<file path="config.mk">
export PLATFORM = sky130hd
export DESIGN_NAME = bitmap_range_count_and_seek
export DESIGN_NICKNAME = d
export VERILOG_FILES = /design/src/rtl/core/brcs_pkg.sv /design/src/rtl/core/bitmap_range_count_and_seek.sv /design/src/rtl/core/brcs_front.sv /design/src/rtl/core/brcs_queue.sv /design/src/rtl/core/brcs_back.sv
export VERILOG_INCLUDE_DIRS = /design/src /design/src/rtl/core
export SDC_FILE = /design/constraint.sdc
export NUM_CORES = 1
export LEC_CHECK = 0
export BUFFER_PORTS_ARGS = -buffer_cell sky130_fd_sc_hd__buf_2
export CAP_MARGIN = 20
export CORE_ASPECT_RATIO = 1.2
export CORE_UTILIZATION = 35
export DETAILED_ROUTE_END_ITERATION = 10
export PLACE_DENSITY = 0.51
export SETUP_SLACK_MARGIN = 0.02
export SLEW_MARGIN = 0
export SYNTH_ARGS = -nofsm -noshare
export SYNTH_HDL_FRONTEND = slang
export SYNTH_SLANG_ARGS = --single-unit
</file>
<file path="constraint.sdc">
create_clock -name i_clk -period 9.3 [get_ports i_clk]
set_input_delay 1.86 -clock i_clk [delete_from_list [all_inputs] [get_ports i_clk]]
set_output_delay 1.86 -clock i_clk [all_outputs]
set_load 0.01 [all_outputs]
</file>
<file path="src/rtl/core/assert_macros.svh">
// Assertion helpers shared by the RTL.
`ifndef ASSERT_MACROS_SVH
`define ASSERT_MACROS_SVH

// Same-cycle implication, ignored while reset is asserted.
`define ASSERT_IMP(label, clk, rst_n, pre, post, msg) \
    label: assert property (@(posedge clk) disable iff (!rst_n) (pre) |-> (post)) \
        else $error(msg);

// Next-cycle implication, ignored while reset is asserted.
`define ASSERT_NXT(label, clk, rst_n, pre, post, msg) \
    label: assert property (@(posedge clk) disable iff (!rst_n) (pre) |=> (post)) \
        else $error(msg);

`endif

</file>
<file path="src/rtl/core/brcs_pkg.sv">
package brcs_pkg;

    localparam int unsigned CFG_AW = 3;
    localparam int unsigned LEN_W  = 30;
    localparam int unsigned CNT_W  = 33;
    localparam int unsigned POS_W  = 34;

    // register indexes
    localparam logic [CFG_AW-1:0] CFG_STRING_LENGTH = 3'd0;
    localparam logic [CFG_AW-1:0] CFG_RANGE_START   = 3'd1;
    localparam logic [CFG_AW-1:0] CFG_RANGE_STOP    = 3'd2;
    localparam logic [CFG_AW-1:0] CFG_SEEK_BIT      = 3'd3;
    localparam logic [CFG_AW-1:0] CFG_STOP_EXPLICIT = 3'd4;

    // longest string handled; longer lengths clamp to this
    localparam logic [LEN_W-1:0] MAX_BYTES = 30'd536870912;
    // byte index saturates here
    localparam logic [LEN_W-1:0] IDX_MAX   = 30'h3FFF_FFFF;

    typedef struct packed {
        logic [LEN_W-1:0] string_length;
        logic [LEN_W-1:0] range_start;    // two's complement
        logic [LEN_W-1:0] range_stop;     // two's complement
        logic             seek_bit;
        logic             stop_explicit;
    } t_cfg;

    // one classified byte, front to back
    typedef struct packed {
        logic             is_last;
        logic             in_range;
        logic [3:0]       pop;          // set bits of the byte
        logic             hit;          // byte holds a bit equal to seek_bit
        logic [2:0]       bit_ofs;      // offset of that bit from the MSB
        logic [LEN_W-1:0] idx;          // byte index in the string
        logic             cnt_zero;     // both indices negative, start after stop
        logic [POS_W-1:0] pos_nomatch;  // position to report when nothing matched
    } t_entry;

endpackage

</file>
<file path="src/rtl/core/bitmap_range_count_and_seek.sv">
// Bitmap range count and seek. Bytes of a bitmap string arrive on the slave stream, one per
// request, tlast on the final byte. The configured start/stop byte indices (negative counts
// back from string_length, clamped to the string) select a range; the block counts the set
// bits in it and finds the first bit equal to seek_bit, MSB first, reporting its bit index
// from the string start (-1 if none; when seeking zero with no match and no explicit stop,
// the padded end). One result request leaves per tlast byte. Throughput is one byte per
// clock: the front classifies each byte (range compare, popcount, priority encode) in the
// cycle it is accepted, a two-entry queue hands it to the back, and the back's single
// 33-bit accumulate sets the rate. A last byte passes through the queue to the back, which
// registers its result in an output register for the master side; while it waits, bytes keep flowing
// until the next last byte reaches the back, one more byte queues behind that, and then the
// slave side stalls. Registers may be written only while no string is in flight.
`include "assert_macros.svh"

module bitmap_range_count_and_seek import brcs_pkg::*; (
    input  logic              i_clk,
    input  logic              i_rst_n,
    // slave side: tdata = byte_value[7:0]
    input  logic              i_s_tvalid,
    output logic              o_s_tready,
    input  logic [7:0]        i_s_tdata,
    input  logic              i_s_tlast,     // is_last
    // master side: tdata = bit_count[32:0], first_position[66:33], zero pad [71:67]
    output logic              o_m_tvalid,
    input  logic              i_m_tready,
    output logic [71:0]       o_m_tdata,
    // register writes
    input  logic              i_cfg_we,
    input  logic [CFG_AW-1:0] i_cfg_addr,
    input  logic [LEN_W-1:0]  i_cfg_wdata
);

    t_cfg             r_cfg;
    logic             push;
    logic             q_ready;
    t_entry           f_entry;
    t_entry           q_entry;
    logic             q_valid;
    logic             q_pop;
    logic [CNT_W-1:0] bit_count;
    logic [POS_W-1:0] first_position;

    // register file; unknown indexes are dropped
    always_ff @(posedge i_clk) begin
        if (!i_rst_n) begin
            r_cfg.string_length <= '0;
            r_cfg.range_start   <= '0;
            r_cfg.range_stop    <= '1;
            r_cfg.seek_bit      <= 1'b1;
            r_cfg.stop_explicit <= 1'b0;
        end else if (i_cfg_we) begin
            unique case (i_cfg_addr)
                CFG_STRING_LENGTH: r_cfg.string_length <= i_cfg_wdata;
                CFG_RANGE_START:   r_cfg.range_start   <= i_cfg_wdata;
                CFG_RANGE_STOP:    r_cfg.range_stop    <= i_cfg_wdata;
                CFG_SEEK_BIT:      r_cfg.seek_bit      <= i_cfg_wdata[0];
                CFG_STOP_EXPLICIT: r_cfg.stop_explicit <= i_cfg_wdata[0];
                default: ;
            endcase
        end
    end

    // classify each byte against the range
    brcs_front u_front (
        .i_clk     (i_clk),
        .i_rst_n   (i_rst_n),
        .i_cfg     (r_cfg),
        .i_valid   (i_s_tvalid),
        .o_ready   (o_s_tready),
        .i_byte    (i_s_tdata),
        .i_last    (i_s_tlast),
        .i_q_ready (q_ready),
        .o_push    (push),
        .o_entry   (f_entry)
    );

    // decouples the classifier from the accumulator
    brcs_queue u_queue (
        .i_clk   (i_clk),
        .i_rst_n (i_rst_n),
        .i_push  (push),
        .i_entry (f_entry),
        .o_ready (q_ready),
        .i_pop   (q_pop),
        .o_valid (q_valid),
        .o_entry (q_entry)
    );

    // accumulate, track first match, build the result
    brcs_back u_back (
        .i_clk            (i_clk),
        .i_rst_n          (i_rst_n),
        .i_valid          (q_valid),
        .i_entry          (q_entry),
        .o_pop            (q_pop),
        .o_valid          (o_m_tvalid),
        .i_ready          (i_m_tready),
        .o_bit_count      (bit_count),
        .o_first_position (first_position)
    );

    assign o_m_tdata = {5'b00000, first_position, bit_count};

    // a byte is only taken when the queue has room
    `ASSERT_IMP(a_top_room, i_clk, i_rst_n, i_s_tvalid && o_s_tready, q_ready, "byte taken into full queue")

endmodule

</file>
<file path="src/rtl/core/brcs_front.sv">
module brcs_front import brcs_pkg::*; (
    input  logic       i_clk,
    input  logic       i_rst_n,
    input  t_cfg       i_cfg,
    input  logic       i_valid,
    output logic       o_ready,
    input  logic [7:0] i_byte,
    input  logic       i_last,
    input  logic       i_q_ready,
    output logic       o_push,
    output t_entry     o_entry
);

    logic [LEN_W-1:0]  r_idx;
    logic [LEN_W-1:0]  len;
    logic signed [31:0] len_s;
    logic signed [31:0] a_s;
    logic signed [31:0] b_s;
    logic signed [31:0] idx_s;
    logic signed [31:0] bi_s;
    logic signed [31:0] first_s;
    logic signed [31:0] e_inc;
    logic [7:0]        x;
    logic [2:0]        k;
    logic [3:0]        pop;

    always_comb begin
        len   = (i_cfg.string_length > MAX_BYTES) ? MAX_BYTES : i_cfg.string_length;
        len_s = signed'({2'b00, len});

        a_s = signed'({{2{i_cfg.range_start[LEN_W-1]}}, i_cfg.range_start});
        if (a_s < 0) begin
            a_s = a_s + len_s;
        end
        if (a_s < 0) begin
            a_s = 32'sd0;
        end

        b_s = signed'({{2{i_cfg.range_stop[LEN_W-1]}}, i_cfg.range_stop});
        if (b_s < 0) begin
            b_s = b_s + len_s;
        end
        if (b_s < 0) begin
            b_s = 32'sd0;
        end
        if (b_s >= len_s) begin
            b_s = len_s - 32'sd1;
        end

        idx_s = signed'({2'b00, r_idx});
        bi_s  = (r_idx == IDX_MAX) ? idx_s : idx_s + 32'sd1;
        first_s = (bi_s > a_s) ? bi_s : a_s;
        e_inc   = b_s + 32'sd1;

        x   = i_cfg.seek_bit ? i_byte : ~i_byte;
        k   = 3'd0;
        pop = 4'd0;
        for (int i = 0; i < 8; i++) begin
            if (x[i]) begin
                k = 3'(7 - i);   // highest set bit wins
            end
            pop = pop + 4'(i_byte[i]);
        end

        o_entry.is_last  = i_last;
        o_entry.in_range = (idx_s >= a_s) && (idx_s <= b_s);
        o_entry.pop      = pop;
        o_entry.hit      = |x;
        o_entry.bit_ofs  = k;
        o_entry.idx      = r_idx;
        o_entry.cnt_zero = i_cfg.range_start[LEN_W-1] && i_cfg.range_stop[LEN_W-1]
                           && ($signed(i_cfg.range_start) > $signed(i_cfg.range_stop));

        if ((a_s > b_s) || i_cfg.seek_bit) begin
            o_entry.pos_nomatch = '1;
        end else if (bi_s <= b_s) begin
            // seeking zero, range not fully delivered: first missing byte
            o_entry.pos_nomatch = {first_s[30:0], 3'b000};
        end else if (i_cfg.stop_explicit) begin
            o_entry.pos_nomatch = '1;
        end else begin
            o_entry.pos_nomatch = {e_inc[30:0], 3'b000};
        end
    end

    assign o_ready = i_q_ready;
    assign o_push  = i_valid && i_q_ready;

    always_ff @(posedge i_clk) begin
        if (!i_rst_n) begin
            r_idx <= '0;
        end else if (o_push) begin
            if (i_last) begin
                r_idx <= '0;
            end else if (r_idx != IDX_MAX) begin
                r_idx <= r_idx + 30'd1;
            end
        end
    end

endmodule

</file>
<file path="src/rtl/core/brcs_queue.sv">
`include "assert_macros.svh"

module brcs_queue import brcs_pkg::*; (
    input  logic   i_clk,
    input  logic   i_rst_n,
    input  logic   i_push,
    input  t_entry i_entry,
    output logic   o_ready,
    input  logic   i_pop,
    output logic   o_valid,
    output t_entry o_entry
);

    localparam logic [1:0] DEPTH = 2'd2;

    t_entry     r_mem [2];
    logic       r_wp;
    logic       r_rp;
    logic [1:0] r_count;

    assign o_ready = (r_count != DEPTH);
    assign o_valid = (r_count != 2'd0);
    assign o_entry = r_mem[r_rp];

    always_ff @(posedge i_clk) begin
        if (i_push) begin
            r_mem[r_wp] <= i_entry;
        end
    end

    always_ff @(posedge i_clk) begin
        if (!i_rst_n) begin
            r_wp    <= 1'b0;
            r_rp    <= 1'b0;
            r_count <= 2'd0;
        end else begin
            if (i_push) begin
                r_wp <= ~r_wp;
            end
            if (i_pop) begin
                r_rp <= ~r_rp;
            end
            case ({i_push, i_pop})
                2'b10:   r_count <= r_count + 2'd1;
                2'b01:   r_count <= r_count - 2'd1;
                default: r_count <= r_count;
            endcase
        end
    end

    `ASSERT_IMP(a_q_bound, i_clk, i_rst_n, 1'b1, r_count <= DEPTH, "queue overfilled")
    `ASSERT_NXT(a_q_pass, i_clk, i_rst_n, i_push && i_pop, $stable(r_count), "queue count moved")

endmodule

</file>
<file path="src/rtl/core/brcs_back.sv">
`include "assert_macros.svh"

module brcs_back import brcs_pkg::*; (
    input  logic             i_clk,
    input  logic             i_rst_n,
    input  logic             i_valid,
    input  t_entry           i_entry,
    output logic             o_pop,
    output logic             o_valid,
    input  logic             i_ready,
    output logic [CNT_W-1:0] o_bit_count,
    output logic [POS_W-1:0] o_first_position
);

    logic [CNT_W-1:0] r_acc;
    logic             r_found;
    logic [CNT_W-1:0] r_mpos;
    logic             r_out_valid;
    logic [CNT_W-1:0] r_out_count;
    logic [POS_W-1:0] r_out_pos;

    logic [CNT_W-1:0] sum;
    logic             new_hit;
    logic [CNT_W-1:0] mpos_here;

    // a non-final byte never waits on the output register
    assign o_pop = i_valid && (!i_entry.is_last || !r_out_valid || i_ready);

    assign sum       = r_acc + (i_entry.in_range ? CNT_W'(i_entry.pop) : '0);
    assign new_hit   = i_entry.in_range && i_entry.hit && !r_found;
    assign mpos_here = {i_entry.idx, i_entry.bit_ofs};

    always_ff @(posedge i_clk) begin
        if (!i_rst_n) begin
            r_acc       <= '0;
            r_found     <= 1'b0;
            r_out_valid <= 1'b0;
        end else begin
            if (r_out_valid && i_ready) begin
                r_out_valid <= 1'b0;
            end
            if (o_pop) begin
                if (i_entry.is_last) begin
                    r_acc       <= '0;
                    r_found     <= 1'b0;
                    r_out_valid <= 1'b1;
                end else begin
                    r_acc <= sum;
                    if (new_hit) begin
                        r_found <= 1'b1;
                    end
                end
            end
        end
    end

    always_ff @(posedge i_clk) begin
        if (o_pop && !i_entry.is_last && new_hit) begin
            r_mpos <= mpos_here;
        end
        if (o_pop && i_entry.is_last) begin
            r_out_count <= i_entry.cnt_zero ? '0 : sum;
            if (r_found) begin
                r_out_pos <= {1'b0, r_mpos};
            end else if (new_hit) begin
                r_out_pos <= {1'b0, mpos_here};
            end else begin
                r_out_pos <= i_entry.pos_nomatch;
            end
        end
    end

    assign o_valid          = r_out_valid;
    assign o_bit_count      = r_out_count;
    assign o_first_position = r_out_pos;

    `ASSERT_NXT(a_back_clear, i_clk, i_rst_n, o_pop && i_entry.is_last, (r_acc == '0) && !r_found, "stream state not cleared")

endmodule

</file>
Yosys cells after proc, flatten, opt, wreduce, memory -nomap -nowiden
Memories as Yosys holds them, arrays and structs flattened. A register that Yosys moved wholly into a read port is not among the register bits.
Cells that the tools add are included.

word-level totals
  register bits after elaboration = 261
  memory bits (writable) = 150
  memories = 1
  logic and storage cells = 124
  bits of input ports = 47

cells by class
  eq/ne operators = 9
  $lt $le $gt $ge = 12
  reduce and logical (&&, ||, !) cells = 31
  bitwise operators = 3
  multiplexer cells = 36
  $add $sub $neg = 16

memory list
  name           depth  width  read ports  clocked after Yosys merged registers in  wr ports  RTL line          RTL
  u_queue.r_mem  2      75     1           1                                        1         brcs_queue.sv:16  t_entry r_mem [2];

operators with widths
  kind                                                  count
  2-to-1 mux 32 bit                                     5
  2-to-1 mux 34 bit                                     3
  2-to-1 mux 33 bit                                     3
  2-to-1 mux 30 bit                                     3
  adder 30 x 31 -> 32 bit                               2
  > comparator 32 bit                                   2
  < comparator 32 x 1 -> 1 bit (second input constant)  2
  2-to-1 mux 31 bit                                     2
  < comparator 30 x 1 -> 1 bit (second input constant)  2
  adder 33 bit                                          1
  >= comparator 31 x 32 -> 1 bit                        1
  >= comparator 32 x 31 -> 1 bit                        1
  <= comparator 31 x 32 -> 1 bit                        1
  <= comparator 32 bit                                  1
  adder 30 x 1 -> 31 bit (second input constant)        1
  adder 31 x 2 -> 31 bit (second input constant)        1
  subtractor 30 x 1 -> 31 bit (second input constant)   1
  adder 30 x 1 -> 30 bit (second input constant)        1
  equality test 30 bit (second input constant)          1
  > comparator 30 bit                                   1
  > comparator 30 bit (second input constant)           1
  inequality test 30 bit (second input constant)        1
  adder 4 x 1 -> 4 bit                                  6
  2-to-1 mux 3 bit                                      8
  23 further kinds                                      56

Depth between registers and ports, before layout
  depth after elaboration = 12
  mapped depth = 44

By module
From an unflattened synthesis, not the netlist that was laid out.

second synthesis, totals
  cell total of the unflattened synthesis = 3289
  area total of the unflattened synthesis = 30226.5 µm²

by module, submodules not included
  module                       cells each  times used  area each (µm²)
  brcs_front                   2093        1           14585.2
  brcs_back                    566         1           6207.2
  brcs_queue                   255         1           5636.7
  bitmap_range_count_and_seek  375         1           3797.4

Worst setup path before layout
Ideal clock, no wire load.

  path kind = reg-to-reg
  from = register r_cfg[66] in the netlist's numbering
  to = memory u_queue.r_mem[0][19] in the netlist's numbering, data pin
  buffers on the path = 11
  cell stages (with the launch flop) = 45
  arrival = 9.390 ns
  path slack = -0.367 ns
  library setup time = 0.277 ns
  cells stage by stage = dfxtp_1 > buf_2 > nor4_4 > nand4b_4 > o41ai_2 > clkbuf_1 > buf_1 > nand2_1 > inv_1 > ha_1 > a21oi_1 > o211ai_1 > a41oi_1 > nand2_1 > o21ai_1 > clkbuf_1 > clkbuf_1 > buf_1 > [... 9 more ...] > buf_2 > buf_1 > nor2_1 > a21oi_1 > ha_1 > nor2b_1 > o21a_1 > o21a_1 > o21a_1 > o2111ai_1 > a21oi_1 > o31ai_1 > a31oi_1 > nor2_1 > o21a_1 > clkbuf_1 > buf_2 > o211ai_1

RTL lines
  item             RTL line                           RTL
  start, declared  bitmap_range_count_and_seek.sv:33  t_cfg r_cfg;
  end, declared    brcs_queue.sv:16

==> impl_metrics.json <==
{
  "dpl.cell_count": 4542,
  "synth-edff-count": 246,
  "max_freq_mhz": 113,
  "grtUsageTotal": 0.225,
  "overflow": 0,
  "p_leak_nw": 14.0,
  "dieHeight_um": 319,
  "grt_pass1_vias": 24400,
  "cp_slowest_cell": "a211oi_1",
  "diodes": 0,
  "antenna_found_initial": 0,
  "coreArea_um2": 82300,
  "finalCriticalPeriod_ns": 8.81,
  "synth-seq-cells": 408,
  "drtIter0Drc": 1718,
  "grt_pass1_wl_um": 147000,
  "grt_max_degree": 84,
  "nets": 3821,
  "fill_cells": 8471,
  "routed_via_density": 5.40,
  "seq_area_frac_synth": 0.363,
  "async_flop_share": 0,
  "cpMostUsedCell": "a211oi_1",
  "worst_pin_slew_ns": 0.940,
  "cp.arrival_ns": 9.16,
  "hp-start": "u_back.r_acc[0]$_SDFFE_PN0P_",
  "cts_max_level": 2,
  "cts_buffers": 46,
  "drive_gt1_frac": 0.138,
  "port_buffers": 115,
  "clk_latency_ns": 0.63,
  "ioPinCount": 121,
  "r2r_start": "r_cfg[80]$_SDFFE_PN0P_",
  "clock-root-buffer": "clkbuf_16",
  "ys.flop_type": "edfxtp_1",
  "start_util": 0.355,
  "cts.clk_slew.worst_paths_ns": 0.06,
  "rsz0062_at_grt": "no",
  "cap_violations": 0,
  "ff2ff_path_depth": 34,
  "drt_wl_total_um": 96400,
  "synth_cell_type_count": 102,
  "startpoint": "r_cfg[80]$_SDFFE_PN0P_",
  "worst_setup_path_start_kind": "register",
  "final_cells": 4632,
  "fin_total_pwr_mw": 7.37,
  "final-hold-violation-count": 0,
  "min_period_over_period": 0.948,
  "setup_tns_ns": 0,
  "drtPass1Iterations": 6,
  "critPathMaxStageDelay_ns": 0.58,
  "dieArea_um2": 84700,
  "cts_sinks": 408,
  "final_common_cell": "nand2_1",
  "outcome": "finished, final reports clean",
  "syn-cell-area_um2": 29200,
  "most-common-layout-cells": "nand2_1, ha_1, nor2_1, edfxtp_1, o21ai_0",
  "pwr_density_cell_nw_per_um2": 219,
  "cts_tree": "done",
  "required_ns": 9.65,
  "cp_max_fo": 20,
  "ir_drop_uv": 156,
  "slew_headroom": 0.368,
  "fin_ws_ns": 0.488,
  "hold_path_class": "register to register",
  "report.final.slew_viol_count": 0,
  "clk_path_buf_depth": 3,
  "place_congestion": 0.934,
  "drc": 0,
  "final_area_um2": 33700,
  "routedWlPerCell_um": 20.8,
  "hold_depth": 2,
  "syn2layout_area_growth_pct": 15.3,
  "synth_cells": 3303,
  "fp.dieW_um": 266,
  "final-setup-viol-count": 0,
  "rows": 115,
  "endpoint_kind": "register",
  "post-place-ws_ns": 0.162,
  "fin_worst_skew_ns": 0.0540,
  "hpwl_um": 75200,
  "vias": 25000,
  "setup.worst_path.class": "register to register",
  "avgSynthCellArea_um2": 8.85,
  "dpl-instance-area_um2": 32000,
  "ant_nets": 0,
  "yosysWarningCount": 0
}
cell usage after synthesis (42+ instances only):
library cell	count	area [µm²]
a21boi_0	76	571
a21o_1	74	556
a21oi_1	160	801
clkbuf_1	126	473
dfxtp_1	162	3240
edfxtp_1	246	7390
ha_1	284	3550
inv_1	146	548
mux2_2	42	473
mux2i_1	61	611
nand2_1	455	1710
nand3_1	63	315
nand4_1	55	344
nor2_1	260	976
nor2b_1	66	413
nor3_1	61	305
o211ai_1	79	593
o21ai_0	232	1160
xnor2_1	84	736
xor2_1	49	429
per-stage QoR:
step,hold slack (ns),utilization
after global placement,0.461,0.389
after detailed placement,0.467,0.389
after global routing,0.507,0.410
after CTS,0.475,0.408
after floorplan,0.445,-
final,0.472,0.410
critical path: cells and delay by family, from the launching register on:
| kind | cells | cell delay [ns] |
|---|---|---|
| buffers and inverters | 4 | 0.58 |
| AOI/OAI and AO/OA | 16 | 3.85 |
| DFF | 1 | 0.36 |
| adders and majority gates | 3 | 0.86 |
| and+or+nand+nor | 11 | 2.85 |
per-layer routing:
| layer | share of wire | global-route usage |
|---|---|---|
| met1 | 0.45 | 0.293 |
| met2 | 0.47 | 0.381 |
| met3 | 0.037 | 0.0251 |
| met4 | 0.037 | 0.0814 |
| met5 | 0 | 0 |
final timing paths:
kind              slack, ns                            end
setup / recovery       0.49  u_queue.r_mem[1][6]$_DFFE_PP_
hold / removal         0.47   u_back.r_acc[0]$_SDFFE_PN0P_
setup reg to reg       0.49  u_queue.r_mem[1][6]$_DFFE_PP_
hold reg to reg        0.47   u_back.r_acc[0]$_SDFFE_PN0P_
where the power goes:
group          total, mW  internal [mW]  switching, mW
sequential          2.29           2.20         0.0908
combinational       3.18           1.24           1.94
clock               1.90           1.09          0.808
flip-flops by register name, summed over array words and instances, names as in the netlist, 2 cells and up, named ones only:
signal,flops
u_back.o_first_position,34
u_front.r_idx,30
r_cfg,92
u_back.r_mpos,33
u_back.r_acc,33
u_back.o_bit_count,33
u_queue.r_count,2
u_queue.r_mem,146
area by class of cell:
type,count,area [µm²],area share
Clock buffer,62,1280,0.0380
Clock inverter,24,283,0.00838
Inverter,148,556,0.0165
Multi-Input combinational cell,2591,17600,0.522
Sequential cell,408,10600,0.315
Tap cell,1111,1390,0.0412
Timing Repair Buffer,288,1980,0.0587
cell families after synthesis:
logic type | Yosys count | synth area share
xor gates and xnor gates | 133 | 0.0398
muxes | 104 | 0.0374
adders and majority gates | 292 | 0.127
buffers and inverters | 310 | 0.0414
AOI/OAI and AO/OA | 871 | 0.196
other | 1 | 0.000128
DFF | 408 | 0.363
and+or+nand+nor | 1184 | 0.195
timing repair:
item / in CTS / in global routing
resized for setup: 0 / 19
hold buffers: 0 / 0
setup endpoints to repair: 0 / 66
buffers inserted: 0 / 3
Power figures use the tool's default switching activity.
